$ cat config.mk
export PLATFORM = sky130hd
export DESIGN_NAME = pqs_regs
export DESIGN_NICKNAME = d
export VERILOG_FILES = /design/src/sv/pqs_pkg.sv /design/src/sv/pqs_regs.sv
export SDC_FILE = /design/constraint.sdc
export NUM_CORES = 1
export LEC_CHECK = 0
export BUFFER_PORTS_ARGS = -buffer_cell sky130_fd_sc_hd__buf_2
export CAP_MARGIN = 25
export CORE_ASPECT_RATIO = 1.4
export CORE_MARGIN = 1
export CORE_UTILIZATION = 42
export DETAILED_ROUTE_END_ITERATION = 16
export GPL_ROUTABILITY_DRIVEN = 0
export GPL_TIMING_DRIVEN = 0
export PLACE_DENSITY = 0.79
export SYNTH_ARGS = -nofsm -noshare
export SYNTH_HDL_FRONTEND = slang
export SYNTH_SLANG_ARGS = --single-unit
export TNS_END_PERCENT = 1
$ cat constraint.sdc
create_clock -name clk -period 0.8 [get_ports clk]
set_input_delay 0 -clock clk [delete_from_list [all_inputs] [get_ports clk]]
set_output_delay 0 -clock clk [all_outputs]
set_load 0.03 [all_outputs]
$ cat src/sv/pqs_pkg.sv
// ----------------------------------------------------------------------
// Per-queue packet statistics package
// Shared constants, codes and control types of the statistics block.
// ----------------------------------------------------------------------
package pqs_pkg;

  // Table geometry.
  localparam int NUM_QUEUES_DEF = 64;
  localparam int NUM_COUNTERS   = 12;
  localparam int CTR_W          = 64;
  localparam int ROW_W          = NUM_COUNTERS * CTR_W;

  // Configuration port.
  localparam int CFG_AW = 4;
  localparam int CFG_DW = 64;
  localparam logic REG_DEV_HIGH = 1'b0;
  localparam logic REG_DEV_LOW  = 1'b1;

  // Operation codes.
  localparam logic OP_COUNT = 1'b0;
  localparam logic OP_READ  = 1'b1;

  // Counter positions within one queue row.
  localparam logic [3:0] C_BYTES = 4'd0;
  localparam logic [3:0] C_PKTS  = 4'd1;
  localparam logic [3:0] C_SYN   = 4'd2;
  localparam logic [3:0] C_BIN0  = 4'd3;
  localparam logic [3:0] C_BIN1  = 4'd4;
  localparam logic [3:0] C_BIN2  = 4'd5;
  localparam logic [3:0] C_BIN3  = 4'd6;
  localparam logic [3:0] C_BIN4  = 4'd7;
  localparam logic [3:0] C_TCP   = 4'd8;
  localparam logic [3:0] C_UDP   = 4'd9;
  localparam logic [3:0] C_ICMP  = 4'd10;
  localparam logic [3:0] C_OTHER = 4'd11;

  // Header field values.
  localparam logic [15:0] QUEUE_WILDCARD = 16'hffff;
  localparam logic [15:0] ETYPE_IPV4     = 16'h0800;
  localparam logic [15:0] ETYPE_NONE     = 16'h0000;
  localparam logic [7:0]  PROTO_ICMP     = 8'd1;
  localparam logic [7:0]  PROTO_TCP      = 8'd6;
  localparam logic [7:0]  PROTO_UDP      = 8'd17;

  // Upper bounds of the length bins.
  localparam logic [31:0] LEN_LIM0 = 32'd64;
  localparam logic [31:0] LEN_LIM1 = 32'd512;
  localparam logic [31:0] LEN_LIM2 = 32'd2048;
  localparam logic [31:0] LEN_LIM3 = 32'd16384;
  localparam logic [31:0] LEN_LIM4 = 32'd65536;

  // Result status codes.
  typedef enum logic [1:0] {
    STS_COUNTED       = 2'd0,
    STS_NAME_MISMATCH = 2'd1,
    STS_QUEUE_RANGE   = 2'd2,
    STS_READ_DONE     = 2'd3
  } status_t;

  // Controller states.
  typedef enum logic [1:0] {
    ST_CLEAR,
    ST_IDLE,
    ST_UPDATE
  } state_t;

  // One row of counters, as held in the counter memory.
  typedef logic [NUM_COUNTERS-1:0][CTR_W-1:0] row_t;

  // Controller to datapath commands.
  typedef struct packed {
    logic clear_step;
    logic capture;
    logic commit;
  } ctrl_cmd_t;

  // Datapath to controller status.
  typedef struct packed {
    logic clear_last;
  } ctrl_sts_t;

endpackage

$ cat src/sv/pqs_regs.sv
// ----------------------------------------------------------------------
// Configuration registers
// APB-style port holding the 128-bit device name to match.
// ----------------------------------------------------------------------
module pqs_regs (
  input  logic                       clk,
  input  logic                       rst_n,
  input  logic                       psel,
  input  logic                       penable,
  input  logic                       pwrite,
  input  logic [pqs_pkg::CFG_AW-1:0] paddr,
  input  logic [pqs_pkg::CFG_DW-1:0] pwdata,
  output logic [pqs_pkg::CFG_DW-1:0] prdata,
  output logic                       pready,
  output logic [63:0]                dev_name_high,
  output logic [63:0]                dev_name_low
);
  import pqs_pkg::*;

  logic [63:0] dev_high_r, dev_high_nxt;
  logic [63:0] dev_low_r, dev_low_nxt;
  logic        wr_en;
  logic        reg_sel;

  // Registers sit eight bytes apart, so the index is the top address bit.
  assign reg_sel = paddr[CFG_AW-1];
  assign wr_en   = psel && penable && pwrite;

  // Next values of the name registers.
  always_comb begin
    dev_high_nxt = dev_high_r;
    dev_low_nxt  = dev_low_r;
    if (wr_en) begin
      if (reg_sel == REG_DEV_LOW) begin
        dev_low_nxt = pwdata;
      end else begin
        dev_high_nxt = pwdata;
      end
    end
  end

  always_ff @(posedge clk) begin
    if (!rst_n) begin
      dev_high_r <= '0;
      dev_low_r  <= '0;
    end else begin
      dev_high_r <= dev_high_nxt;
      dev_low_r  <= dev_low_nxt;
    end
  end

  // Read back and outputs.
  assign prdata        = (reg_sel == REG_DEV_LOW) ? dev_low_r : dev_high_r;
  assign pready        = 1'b1;
  assign dev_name_high = dev_high_r;
  assign dev_name_low  = dev_low_r;

endmodule

==> results by group <==
Route
  • Routed vias/inst: 5.31
  • DR WL/cell: approximately 20 microns
  • Via count: a little under 6k
  • DRT iter0 DRCs: between 150 and 200
  • Antenna-violating nets left: 0
  • WL final: ~22 mm
  • DRC violations left: 0
  • Detailed Routing Iterations Pass 1: 4

CTS
  • Num CTS Buffers: 17
  • Number of H-tree levels: 4
  • CTS clk-pin slew, worst paths: around 0.060 ns
  • Root Buffer: clkbuf_16
  • Insertion delay to the later sink of the worst-skew pair: ~0.4 ns
  • Longest Clk Path Bufs: 2
  • Clk sinks: between 100 and 150
  • CTS tree: built

STA
  • Final Skew: 0 ns
  • Unrepaired setup endpoints after global routing: true
  • Worst Max-Slew Pin Slew: about 0.6 ns
  • Slew headroom: 0.610
  • Setup_tns: -36.87 ns
  • Final setup viols: just under 200
  • Hold Slack: 0.140 ns
  • Final Max Tran Viols: 0
  • Fin worst setup slack: -0.401 ns
  • Minimum clock period: ~1.2 ns
  • Hold Vio Cnt, Final: 0
  • Crit share post-route: 1.50
  • Max Freq: roughly 0.83 GHz

Finish
  • Share of cells above drive strength 1: 0.573
  • Nets: between 1k and 1.5k
  • Synth-to-Final Area Change: 81.2%
  • Fill cell count: roughly 710
  • Final instance area: about 10,000 sq um
  • Sequential cell area: 2720 sq um
  • Multi-input gate area: around 2800 sq um

Floorplanning
  • FP Rows: 49
  • Die Wd: just under 100 microns
  • Die Ht: ~140 microns
  • Core footprint: ~13,000 sq um
  • Area of the die: 13,700 sq um
  • Initial Utilization: 0.433
  • IO Count: approximately 270

Logic synthesis
  • Syn nets: around 630
  • #FFs+latches synth: ~130
  • Sequential area share after synthesis: 0.460
  • Leading post-synthesis cells by cell area: dfxtp_1, mux2i_1, nand2_1
  • Mapped Cells: between 500 and 600
  • Avg Inst Size Synth: approximately 10 sq um
  • Synth Cell Area: roughly 5600 sq um
  • Top cell type's share of synthesized area: 0.460
  • Netlist cell types: 13
  • Post-synth top area cell: dfxtp_1
  • Yosys warnings: 0

Global route
  • Grt ovf: 0
  • Initial antenna violation count: 2
  • First-pass GRT wire length: 31.5 mm
  • Tot GR Track Use: 0.295
  • Pin count of the biggest net entering global routing: 17
  • Vias in the first global route: ~6.0k

Power
  • Leak: around 4.9 nW
  • Final Power: approximately 17 mW
  • Power Density: ~1600 nW/um^2
  • VDD IR-drop max: around 1.2 mV

Critical path
  • CP Launch Type: flop
  • CP required: 0.80 ns
  • Worst Path Max Fanout: 3
  • Worst EP arrival: ~1.2 ns
  • Critical path class: flop to output port
  • CP Capture Type: output port

Place
  • IO buf count: 260
  • HPWL after DPL: 11.2 mm
  • DP Area: 7070 sq um
  • Post-place setup slack: -0.447 ns

Outcome
  • Failing checks: negative setup slack
  • Outcome: finished with violations

Job
  • Max-cap violations: 0

Hold path
  • Worst Hold Class: input port to flop
routing by layer:
metal | share of wire | track usage | vias up | wire (microns)
li1 | - | - | 2625 | -
met1 | 0.34 | 0.298 | 2832 | 7630
met2 | 0.54 | 0.550 | 298 | 12100
met3 | 0.062 | 0.0718 | 91 | 1390
met4 | 0.054 | 0.149 | 0 | 1210
met5 | 0 | 0 | - | 0
repair_timing:
item / in CTS / in global routing
hold buffers: 65 / 0
resized for setup: 438 / 144
buffers inserted: 32 / 1
endpoints found under the hold margin: 128 / 0
endpoints found under the setup margin: 192 / 198
synthesized netlist by cell type:
master    number
nand2_1      192
dfxtp_1      128
mux2i_1      128
mux2_1        41
mux2_2        23
clkbuf_1      15
buf_4         14
buf_2          7
buf_6          6
and4b_1        1
buf_1          1
conb_1         1
nand4_1        1
worst max-delay path: stages (launching register included):
cell,delay (ns)
dfxtp_2,0.35
mux2_2,0.30
buf_6,0.15
cells by family after synthesis:
group / count (synthesis) / synth area share
buf+inv: 43 / 0.0480
simple gates: 194 / 0.132
flops: 128 / 0.460
mux: 192 / 0.359
other cells: 1 / 0.000673
registers in the layout, indices dropped and copies added (netlist names):
register and count:
dev_name_high 64, dev_name_low 64
area by class of cell:
| type | count | share of cell area |
|---|---|---|
| Antenna cell | 2 | 0.000496 |
| Sequential cell | 128 | 0.270 |
| Multi-Input combinational cell | 387 | 0.280 |
| Clock inverter | 11 | 0.0116 |
| Timing Repair Buffer | 358 | 0.348 |
| Tap cell | 153 | 0.0190 |
| Clock buffer | 19 | 0.0439 |
| Buffer | 43 | 0.0275 |
placed cells by master (no fill, tap or decap):
master           n
and4b_1          1
buf_1            1
buf_2           73
buf_4           18
buf_6          228
bufinv_16        2
clkbuf_1        15
clkbuf_16       17
clkbuf_2         1
clkbuf_4         1
clkbuf_8         1
clkinv_2         5
clkinv_4         2
clkinvlp_4       2
conb_1           1
dfxtp_1          1
dfxtp_2        126
dfxtp_4          1
diode_2          2
dlygate4sd3_1   65
mux2_2          42
mux2_4          22
mux2i_1        128
nand2_1        191
nand2_2          1
nand4_1          1
stage by stage:
stage                util  instances
floorplan               -        558
global placement    0.549        971
detailed placement  0.549        971
CTS                 0.751       1098
global route        0.784       1101
finish              0.784       1101
where the power goes:
group	switching (mW)	internal, mW
Sequential	0.143	6.54
Clock	2.84	4.61
Combinational	1.29	1.14
final timing paths:
check | startpoint | end | slack, ns | cells past startpoint
setup / recovery | dev_name_high[58] | prdata[58] | -0.40 | 2
hold reg to reg | dev_name_high[53] | dev_name_high[53] | 0.47 | 2
setup reg to reg | dev_name_high[50] | dev_name_high[50] | -0.03 | 4
hold / removal | rst_n | dev_name_low[2] | 0.14 | 3
Note: power is estimated with default switching activity, not from simulation.
