<file path="src/sv/pqs_pkg.sv">
// ----------------------------------------------------------------------
// Per-queue packet statistics package
// Shared constants, codes and control types of the statistics block.
// ----------------------------------------------------------------------
package pqs_pkg;

  // Table geometry.
  localparam int NUM_QUEUES_DEF = 64;
  localparam int NUM_COUNTERS   = 12;
  localparam int CTR_W          = 64;
  localparam int ROW_W          = NUM_COUNTERS * CTR_W;

  // Configuration port.
  localparam int CFG_AW = 4;
  localparam int CFG_DW = 64;
  localparam logic REG_DEV_HIGH = 1'b0;
  localparam logic REG_DEV_LOW  = 1'b1;

  // Operation codes.
  localparam logic OP_COUNT = 1'b0;
  localparam logic OP_READ  = 1'b1;

  // Counter positions within one queue row.
  localparam logic [3:0] C_BYTES = 4'd0;
  localparam logic [3:0] C_PKTS  = 4'd1;
  localparam logic [3:0] C_SYN   = 4'd2;
  localparam logic [3:0] C_BIN0  = 4'd3;
  localparam logic [3:0] C_BIN1  = 4'd4;
  localparam logic [3:0] C_BIN2  = 4'd5;
  localparam logic [3:0] C_BIN3  = 4'd6;
  localparam logic [3:0] C_BIN4  = 4'd7;
  localparam logic [3:0] C_TCP   = 4'd8;
  localparam logic [3:0] C_UDP   = 4'd9;
  localparam logic [3:0] C_ICMP  = 4'd10;
  localparam logic [3:0] C_OTHER = 4'd11;

  // Header field values.
  localparam logic [15:0] QUEUE_WILDCARD = 16'hffff;
  localparam logic [15:0] ETYPE_IPV4     = 16'h0800;
  localparam logic [15:0] ETYPE_NONE     = 16'h0000;
  localparam logic [7:0]  PROTO_ICMP     = 8'd1;
  localparam logic [7:0]  PROTO_TCP      = 8'd6;
  localparam logic [7:0]  PROTO_UDP      = 8'd17;

  // Upper bounds of the length bins.
  localparam logic [31:0] LEN_LIM0 = 32'd64;
  localparam logic [31:0] LEN_LIM1 = 32'd512;
  localparam logic [31:0] LEN_LIM2 = 32'd2048;
  localparam logic [31:0] LEN_LIM3 = 32'd16384;
  localparam logic [31:0] LEN_LIM4 = 32'd65536;

  // Result status codes.
  typedef enum logic [1:0] {
    STS_COUNTED       = 2'd0,
    STS_NAME_MISMATCH = 2'd1,
    STS_QUEUE_RANGE   = 2'd2,
    STS_READ_DONE     = 2'd3
  } status_t;

  // Controller states.
  typedef enum logic [1:0] {
    ST_CLEAR,
    ST_IDLE,
    ST_UPDATE
  } state_t;

  // One row of counters, as held in the counter memory.
  typedef logic [NUM_COUNTERS-1:0][CTR_W-1:0] row_t;

  // Controller to datapath commands.
  typedef struct packed {
    logic clear_step;
    logic capture;
    logic commit;
  } ctrl_cmd_t;

  // Datapath to controller status.
  typedef struct packed {
    logic clear_last;
  } ctrl_sts_t;

endpackage

</file>
<file path="src/sv/pqs_ctrl.sv">
// ----------------------------------------------------------------------
// Statistics controller
// Sequences the clearing pass and the read-modify-write of each word.
// ----------------------------------------------------------------------
module pqs_ctrl (
  input  logic                  clk,
  input  logic                  rst_n,
  input  logic                  in_valid,
  input  logic                  out_stall,
  input  pqs_pkg::ctrl_sts_t    sts,
  output pqs_pkg::ctrl_cmd_t    cmd,
  output logic                  in_stall,
  output logic                  out_valid
);
  import pqs_pkg::*;

  state_t state_r, state_nxt;
  logic   out_valid_r, out_valid_nxt;
  logic   out_free;

  // The output register can load when empty or when its word leaves now.
  assign out_free = !out_valid_r || !out_stall;

  // Next state and commands.
  always_comb begin
    state_nxt      = state_r;
    cmd            = '0;
    case (state_r)
      ST_CLEAR: begin
        cmd.clear_step = 1'b1;
        if (sts.clear_last) begin
          state_nxt = ST_IDLE;
        end
      end
      ST_IDLE: begin
        if (in_valid) begin
          cmd.capture = 1'b1;
          state_nxt   = ST_UPDATE;
        end
      end
      ST_UPDATE: begin
        if (out_free) begin
          cmd.commit = 1'b1;
          state_nxt  = ST_IDLE;
        end
      end
      default: begin
        state_nxt = ST_CLEAR;
      end
    endcase
  end

  // Output valid follows the commit and drops when the word is taken.
  assign out_valid_nxt = cmd.commit ? 1'b1 : (out_valid_r && out_stall);

  always_ff @(posedge clk) begin
    if (!rst_n) begin
      state_r     <= ST_CLEAR;
      out_valid_r <= 1'b0;
    end else begin
      state_r     <= state_nxt;
      out_valid_r <= out_valid_nxt;
    end
  end

  assign in_stall  = (state_r != ST_IDLE);
  assign out_valid = out_valid_r;

endmodule

</file>
<file path="config.mk">
export PLATFORM = sky130hd
export DESIGN_NAME = pqs_ctrl
export DESIGN_NICKNAME = d
export VERILOG_FILES = /design/src/sv/pqs_pkg.sv /design/src/sv/pqs_ctrl.sv
export SDC_FILE = /design/constraint.sdc
export NUM_CORES = 1
export LEC_CHECK = 0
export BUFFER_PORTS_ARGS = -buffer_cell sky130_fd_sc_hd__buf_2
export CORE_AREA = 3 3 40 42
export DETAILED_ROUTE_END_ITERATION = 12
export DIE_AREA = 0 0 43 45
export PLACE_DENSITY_LB_ADDON = 0.1
export SYNTH_ARGS = -nofsm -noshare
export SYNTH_HDL_FRONTEND = slang
export SYNTH_SLANG_ARGS = --single-unit
</file>
<file path="constraint.sdc">
create_clock -name clk -period 1.58 [get_ports clk]
set_clock_uncertainty 0.05 [all_clocks]
set_input_delay 0.158 -clock clk [delete_from_list [all_inputs] [get_ports clk]]
set_output_delay 0.158 -clock clk [all_outputs]
set_load 0.03 [all_outputs]
</file>
==> out/metrics.yaml, run 1 <==
global_route:
  globalRoute.busiestLayer: "met4"
  grt_pass1_vias: 189
  groute.layer.met2.usage_pct: 6.89
  met3_usage_pct: 3.98
  grt_pass1_wl_um: 738
  track_usage_pct: 6.07
  grt.met1_usage_pct: 6.01
  grt_overflow_total: 0
  antenna_found_initial: 0
  grt_max_degree: 8
clock_network:
  path_clk_slew_ns: 0.04
  cts_setup_buffers: 0
  clock_path_buffers: 2
  cts_max_level: 1
  cts_tree: "done"
  cts-root-buf: "clkbuf_4"
  clock_latency_ns: 0.24
  cts_resized: 0
  clock-sinks: 3
  cts_buffers: 3
  cts_hold_buf: 0
final_layout:
  multiInputGateArea_um2: 97.6
  insertedDiodeCount: 0
  final_cell_mix: "buf_2, nand2b_1, clkbuf_4, dfxtp_1, nor2_1"
  area_delta_synth_final_pct: 57.1
  regArea_um2: 60.1
  drive_gt1_share_pct: 43.3
  utilization_pct: 19.3
  fillers: 154
  fin_nets: 36
  final_common_cell: "buf_2"
critical_path:
  r2r_setup_slack_ns: 0.63
  cp_data_required_time_ns: 1.37
  crit_path_start: "state_r[0]"
  cp_max_fo: 6
  r2r_cells: 2
  crit_type: "reg -> out"
  rr_startpoint: "state_r[1]"
  crit_end: "cmd[0]"
  r2r-end: "state_r[1]"
  crit_arrival_ns: 1.06
  end_kind: "output port"
  startpoint_type: "register"
worst_hold_path:
  hold_path.class: "in -> reg"
timing:
  worst_slew_pin_slew_ns: 0.190
  finalHoldViolCount: 0
  finalHoldWorstSlack_ns: 0.134
  fin_crit_ns: 1.27
  grt_setup_unrepaired: "no"
  fin_crit_sh_pct: 80.4
  slew_violations: 0
  setup_viol: 0
  timing.fmax_ghz: 0.787
  timing.slew.headroom_pct: 87.3
  fin_setup_tns_ns: 0
floorplan:
  dieArea_mm2: 0.00194
  fp.dieH_um: 45
  die_w_um: 43
  rows: 13
  core_mm2: 0.00128
  start_util_pct: 12.3
  io_pins: 10
pwr:
  power.density_mw_per_mm2: 1110
  leakagePower_uw: 0.000119
  ir_drop_uv: 214
  p_total_uw: 275
synthesis:
  syn-instance-count: 17
  synth_area_leader_cell: "dfxtp_1"
  yosysUniqueCellTypes: 11
  ys_seq_area_share_pct: 38.1
  synth_top_cells_by_area: "dfxtp_1, nand2b_1, o32ai_2"
  synth_top_area_share_pct: 38.1
  syn_avg_cell_area_um2: 9.27
  ys.warnings.count: 0
  syn-cell-area_um2: 158
  ys_ff_latch: 3
  syn_nets: 22
route:
  avgViaCountPerCell: 3.84
  drt-total-wl_um: 446
  first_iter_violations: 2
  vias: 173
  antenna_left: 0
  drc: 0
  wire_per_inst_um: 9.91
  drtPass1Iterations: 2
flow_run:
  drv_cap: 0
status:
  status: "finished, final reports clean"
placement:
  port_buffers: 9
  gp_congestion: 0.667
[cell usage after synthesis, drive strengths merged]
cell type and n:
nor2 2, a21oi 1, and3b 1, nand2 1, and3 1, a21boi 1, and4b 1, o21a 1
dfxtp 3, nand2b 4, o32ai 1
[per-layer routing]
metal / vias to the layer above / wire length, um / share of wire (%)
met5: - / 0 / 0
met4: 0 / 4 / 0.90
met3: 2 / 49 / 11
met2: 8 / 186 / 42
met1: 77 / 206 / 46
li1: 86 / - / -
[critical path, cell delays in order, from the launching register on]
cell,delay (ns)
dfxtp_1,0.34
nand2b_1,0.17
a21oi_1,0.11
buf_2,0.21
[where the power goes]
| part | leakage, uW | switching, uW | internal (uW) |
|---|---|---|---|
| Sequential | 0.0000246 | 5.60 | 80.5 |
| Clock | 0.0000150 | 42.5 | 94.8 |
| Combinational | 0.0000794 | 31.6 | 19.7 |
| Total | 0.000119 | 79.6 | 195 |
[state kept, by name (all words and copies together), names as in the netlist]
signal     count
out_valid      1
state_r        2
[worst min-delay path by stage]
stage          startpoint    endpoint  slack [ns]  depth (start not counted)
6_report            rst_n  state_r[1]        0.13                          2
5_1_grt             rst_n  state_r[1]        0.15                          2
4_1_cts             rst_n  state_r[1]        0.12                          2
3_5_place_dp        rst_n  state_r[1]        0.38                          2
3_3_place_gp        rst_n  state_r[1]        0.37                          2
2_1_floorplan       rst_n  state_r[1]        0.23                          1
[kinds of logic (layout without fill, tap and decap cells)]
family / after synthesis / in the layout / synth area share [%]
buffers and inverters: 0 / 13 / 0
AO/OA/AOI/OAI: 4 / 4 / 23.0
AND/OR/NAND/NOR: 10 / 10 / 38.9
flip-flops: 3 / 3 / 38.1
[final cells by class]
type,instances,share of cell area [%]
Clock buffer,4,10.6
Multi-Input combinational cell,14,39.4
Sequential cell,3,24.2
Tap cell,15,7.58
Timing Repair Buffer,9,18.2
[per-stage QoR]
step | std cells | area (um2) | setup WS [ns]
floorplan | 17 | 158 | 0.417
global placement | 41 | 221 | 0.557
detailed placement | 41 | 221 | 0.544
CTS | 45 | 248 | 0.280
global route | 45 | 248 | 0.204
finish | 45 | 248 | 0.309
Note: power is estimated with default switching activity, not from simulation.
==> inputs of run 2 (changes only) <==
--- a/config.mk
+++ b/config.mk
@@ -5,6 +5,7 @@
 export SDC_FILE = /design/constraint.sdc
 export NUM_CORES = 1
 export LEC_CHECK = 0
+export ABC_AREA = 1
 export BUFFER_PORTS_ARGS = -buffer_cell sky130_fd_sc_hd__buf_2
 export CORE_AREA = 3 3 40 42
 export DETAILED_ROUTE_END_ITERATION = 12
==> constraint.sdc (replaced) <==
create_clock -name clk -period 1.1 [get_ports clk]
set_clock_uncertainty 0.05 [all_clocks]
set_input_delay 0.11 -clock clk [delete_from_list [all_inputs] [get_ports clk]]
set_output_delay 0.11 -clock clk [all_outputs]
set_load 0.03 [all_outputs]
==> out/metrics.yaml, run 2 <==
floorplan:
  fp.dieH_um: 45  # unchanged
  rows: 13  # unchanged
  core_mm2: 0.00128  # unchanged
  dieArea_mm2: 0.00194  # unchanged
  die_w_um: 43  # unchanged
  start_util_pct: 11.9  # was 12.3%
  io_pins: 10  # unchanged
synthesis:
  ys.warnings.count: 0  # unchanged
  synthTopCellsByCount: "inv_1, nand2_1, dfxtp_1, nor2_1, a21oi_2"  # was nand2b_1, dfxtp_1, nor2_1
  ys_ff_latch: 3  # unchanged
  synth_edf_count: 0  # unchanged
  synth_top_cells_by_area: "dfxtp_1, inv_1, nand2_1"  # was dfxtp_1, nand2b_1, o32ai_2
  ys_seq_area_share_pct: 39.3  # was 38.1%
  synth_top_area_share_pct: 39.3  # was 38.1%
  async_reset_ff_share_pct: 0  # unchanged
  syn_avg_cell_area_um2: 6.64  # was 9.27 um2
  syn-cell-area_um2: 153  # was 158 um2
  syn_nets: 28  # was 22
  syn-instance-count: 23  # was 17
  ys.flop_type: "dfxtp_1"  # unchanged
  synth_area_leader_cell: "dfxtp_1"  # unchanged
  yosysUniqueCellTypes: 10  # was 11
final_layout:
  final_cell_area_um2: 327  # was 248 um2
  fin_nets: 46  # was 36
  area_delta_synth_final_pct: 114  # was 57.1%
  fillers: 157  # was 154
  insertedDiodeCount: 0  # unchanged
  largest_register_ffs: 2  # unchanged
  drive_gt1_share_pct: 65.0  # was 43.3%
  final_cell_count_no_fill: 55  # was 45
  final_cell_mix: "nand2_1, buf_2, buf_6"  # was buf_2, nand2b_1, clkbuf_4, dfxtp_1, nor2_1
  regMostFlops: "state_r"  # unchanged
pwr:
  combPwrFrac_pct: 25.2  # was 18.7%
  leakagePower_uw: 0.000171  # was 0.000119 uW
  seq_power_share_pct: 29.7  # was 31.3%
  power.density_mw_per_mm2: 1260  # was 1110 mW/mm2
  ir_drop_uv: 316  # was 214 uV
  pwr-share-clk_pct: 45.1  # was 50.0%
  internal-power_uw: 299  # was 195 uW
  p_sw_uw: 112  # was 79.6 uW
  switching_share_pct: 27.2  # was 29.0%
timing:
  slew_violations: 0  # unchanged
  worst_slew_pin_slew_ns: 0.130  # was 0.190 ns
  fin_crit_sh_pct: 103
  setup_viol: 1  # was 0
  timing.slew.headroom_pct: 91.2  # was 87.3%
  timing.final.ws_setup_ns: -0.0350  # was 0.309 ns
  grt_setup_unrepaired: "yes"  # was no
  finalHoldViolCount: 0  # unchanged
  timing.fmax_ghz: 0.881
  fin_crit_ns: 1.13
  finalHoldWorstSlack_ns: 0.0759  # was 0.134 ns
clock_network:
  cts_hold_buf: 0  # unchanged
  clock_path_buffers: 2  # unchanged
  cts_max_level: 1  # unchanged
  clock-sinks: 3  # unchanged
  cts_tree: "done"  # unchanged
  cts_buffers: 3  # unchanged
  path_clk_slew_ns: 0.04  # about the same
  clock_latency_ns: 0.23  # was 0.24 ns
  cts-root-buf: "clkbuf_4"  # unchanged
critical_path:
  crit_type: "reg -> out"  # unchanged
  startpoint_type: "register"  # unchanged
  crit_arrival_ns: 0.97  # was 1.06 ns
  rr_startpoint: "state_r[1]"  # unchanged
  cp_max_fo: 3  # was 6
  cp_data_required_time_ns: 0.94  # was 1.37 ns
  crit_path_start: "state_r[1]"  # was state_r[0]
  end_kind: "output port"  # unchanged
placement:
  port_buffers: 9  # unchanged
  place_area_um2: 229  # was 221 um2
  dp_cells: 48  # was 41
  hpwl_um: 329
  pre_cts_slack_ns: 0.0697  # was 0.544 ns
  gp_congestion: 0.578  # was 0.667
route:
  drt-total-wl_um: 402  # was 446 um
  vias: 184  # was 173
  drtPass1Iterations: 1  # was 2
  wire_per_inst_um: 7.31  # was 9.91 um
  drc: 0  # unchanged
  avgViaCountPerCell: 3.35  # was 3.84
  antenna_left: 0  # unchanged
  first_iter_violations: 0  # was 2
global_route:
  antenna_found_initial: 0  # unchanged
  grt_pass1_vias: 176  # was 189
  grt_pass1_wl_um: 648  # was 738 um
  grt_max_degree: 4  # was 8
  grt_overflow_total: 0  # unchanged
  track_usage_pct: 4.82  # was 6.07%
worst_hold_path:
  hold_path.class: "in -> reg"  # unchanged
  worstHoldStart: "rst_n"  # unchanged
flow_run:
  drv_cap: 0  # unchanged
status:
  status: "finished with violations"  # was finished, final reports clean
  failed_checks: "setup timing"
==> run 2: cell types whose count changed after synthesis, moves of 2 or more <==
cell	change
nand2_1	+4
a21oi_2	+2
nand2b_1	-4
inv_1	+5
==> run 2: logic make-up (layout without fill, tap and decap cells) <==
family                 count (synthesis)  in the layout  share of synthesized area (%)
AO/OA/AOI/OAI                          3              3                           14.8
buffers and inverters                  6             23                           14.8
flip-flops                             3              3                           39.3
AND/OR/NAND/NOR                       11             11                           31.2
==> run 2: worst paths after layout <==
kind,endpoint,slack (ns),cells after the start
min,state_r[0],0.08,3
max reg2reg,state_r[0],0.20,6
min reg2reg,out_valid,0.44,2
max,cmd[0],-0.03,5
==> run 2: final cells by class <==
class / instances / area, um2 / share of cell area (%)
inverter: 6 / 22.5 / 6.90
timing repair buffer: 13 / 104 / 31.8
multi-input combinational: 14 / 90.1 / 27.6
clock buffer: 4 / 26.3 / 8.05
sequential: 3 / 65.1 / 19.9
tap: 15 / 18.8 / 5.75
==> run 2: per-layer routing <==
metal | global-route usage [%] | vias up | wire, um
li1 | - | 102 | -
met1 | 5.52 | 75 | 162
met2 | 6.29 | 7 | 185
met3 | 3.19 | 0 | 53
met4 | 3.61 | 0 | 0
met5 | 0 | - | 0
==> run 2: what timing repair did <==
action	in CTS	in global routing
setup endpoints to repair	4	4
setup buffers	1	2
pin swaps	0	2
cloned	0	0
resized for setup	12	4
==> run 2: worst max-delay path, cell delays in order, from the launching register on <==
cell	delay (ns)
dfxtp_2	0.32
inv_2	0.05
nor2_4	0.11
inv_2	0.06
nor2_4	0.07
buf_6	0.13
==> run 2: power groups by stage <==
stage          sequential [uW]  clock (uW)  combinational [uW]
3_5_place_dp               122           0                76.4
6_report                   122         186                 104
2_1_floorplan              125           0                45.5
3_3_place_gp               122           0                76.7
4_1_cts                    122         193                96.5
5_1_grt                    123         215                 112
==> run 2: metrics by stage <==
stage	TNS [ns]	power [uW]	util [%]
after floorplan	0	170	-
after global placement	0	199	17.8
after detailed placement	0	198	17.8
after CTS	-0.0703	412	23.1
after global routing	-0.233	449	25.4
final	-0.0350	412	25.4
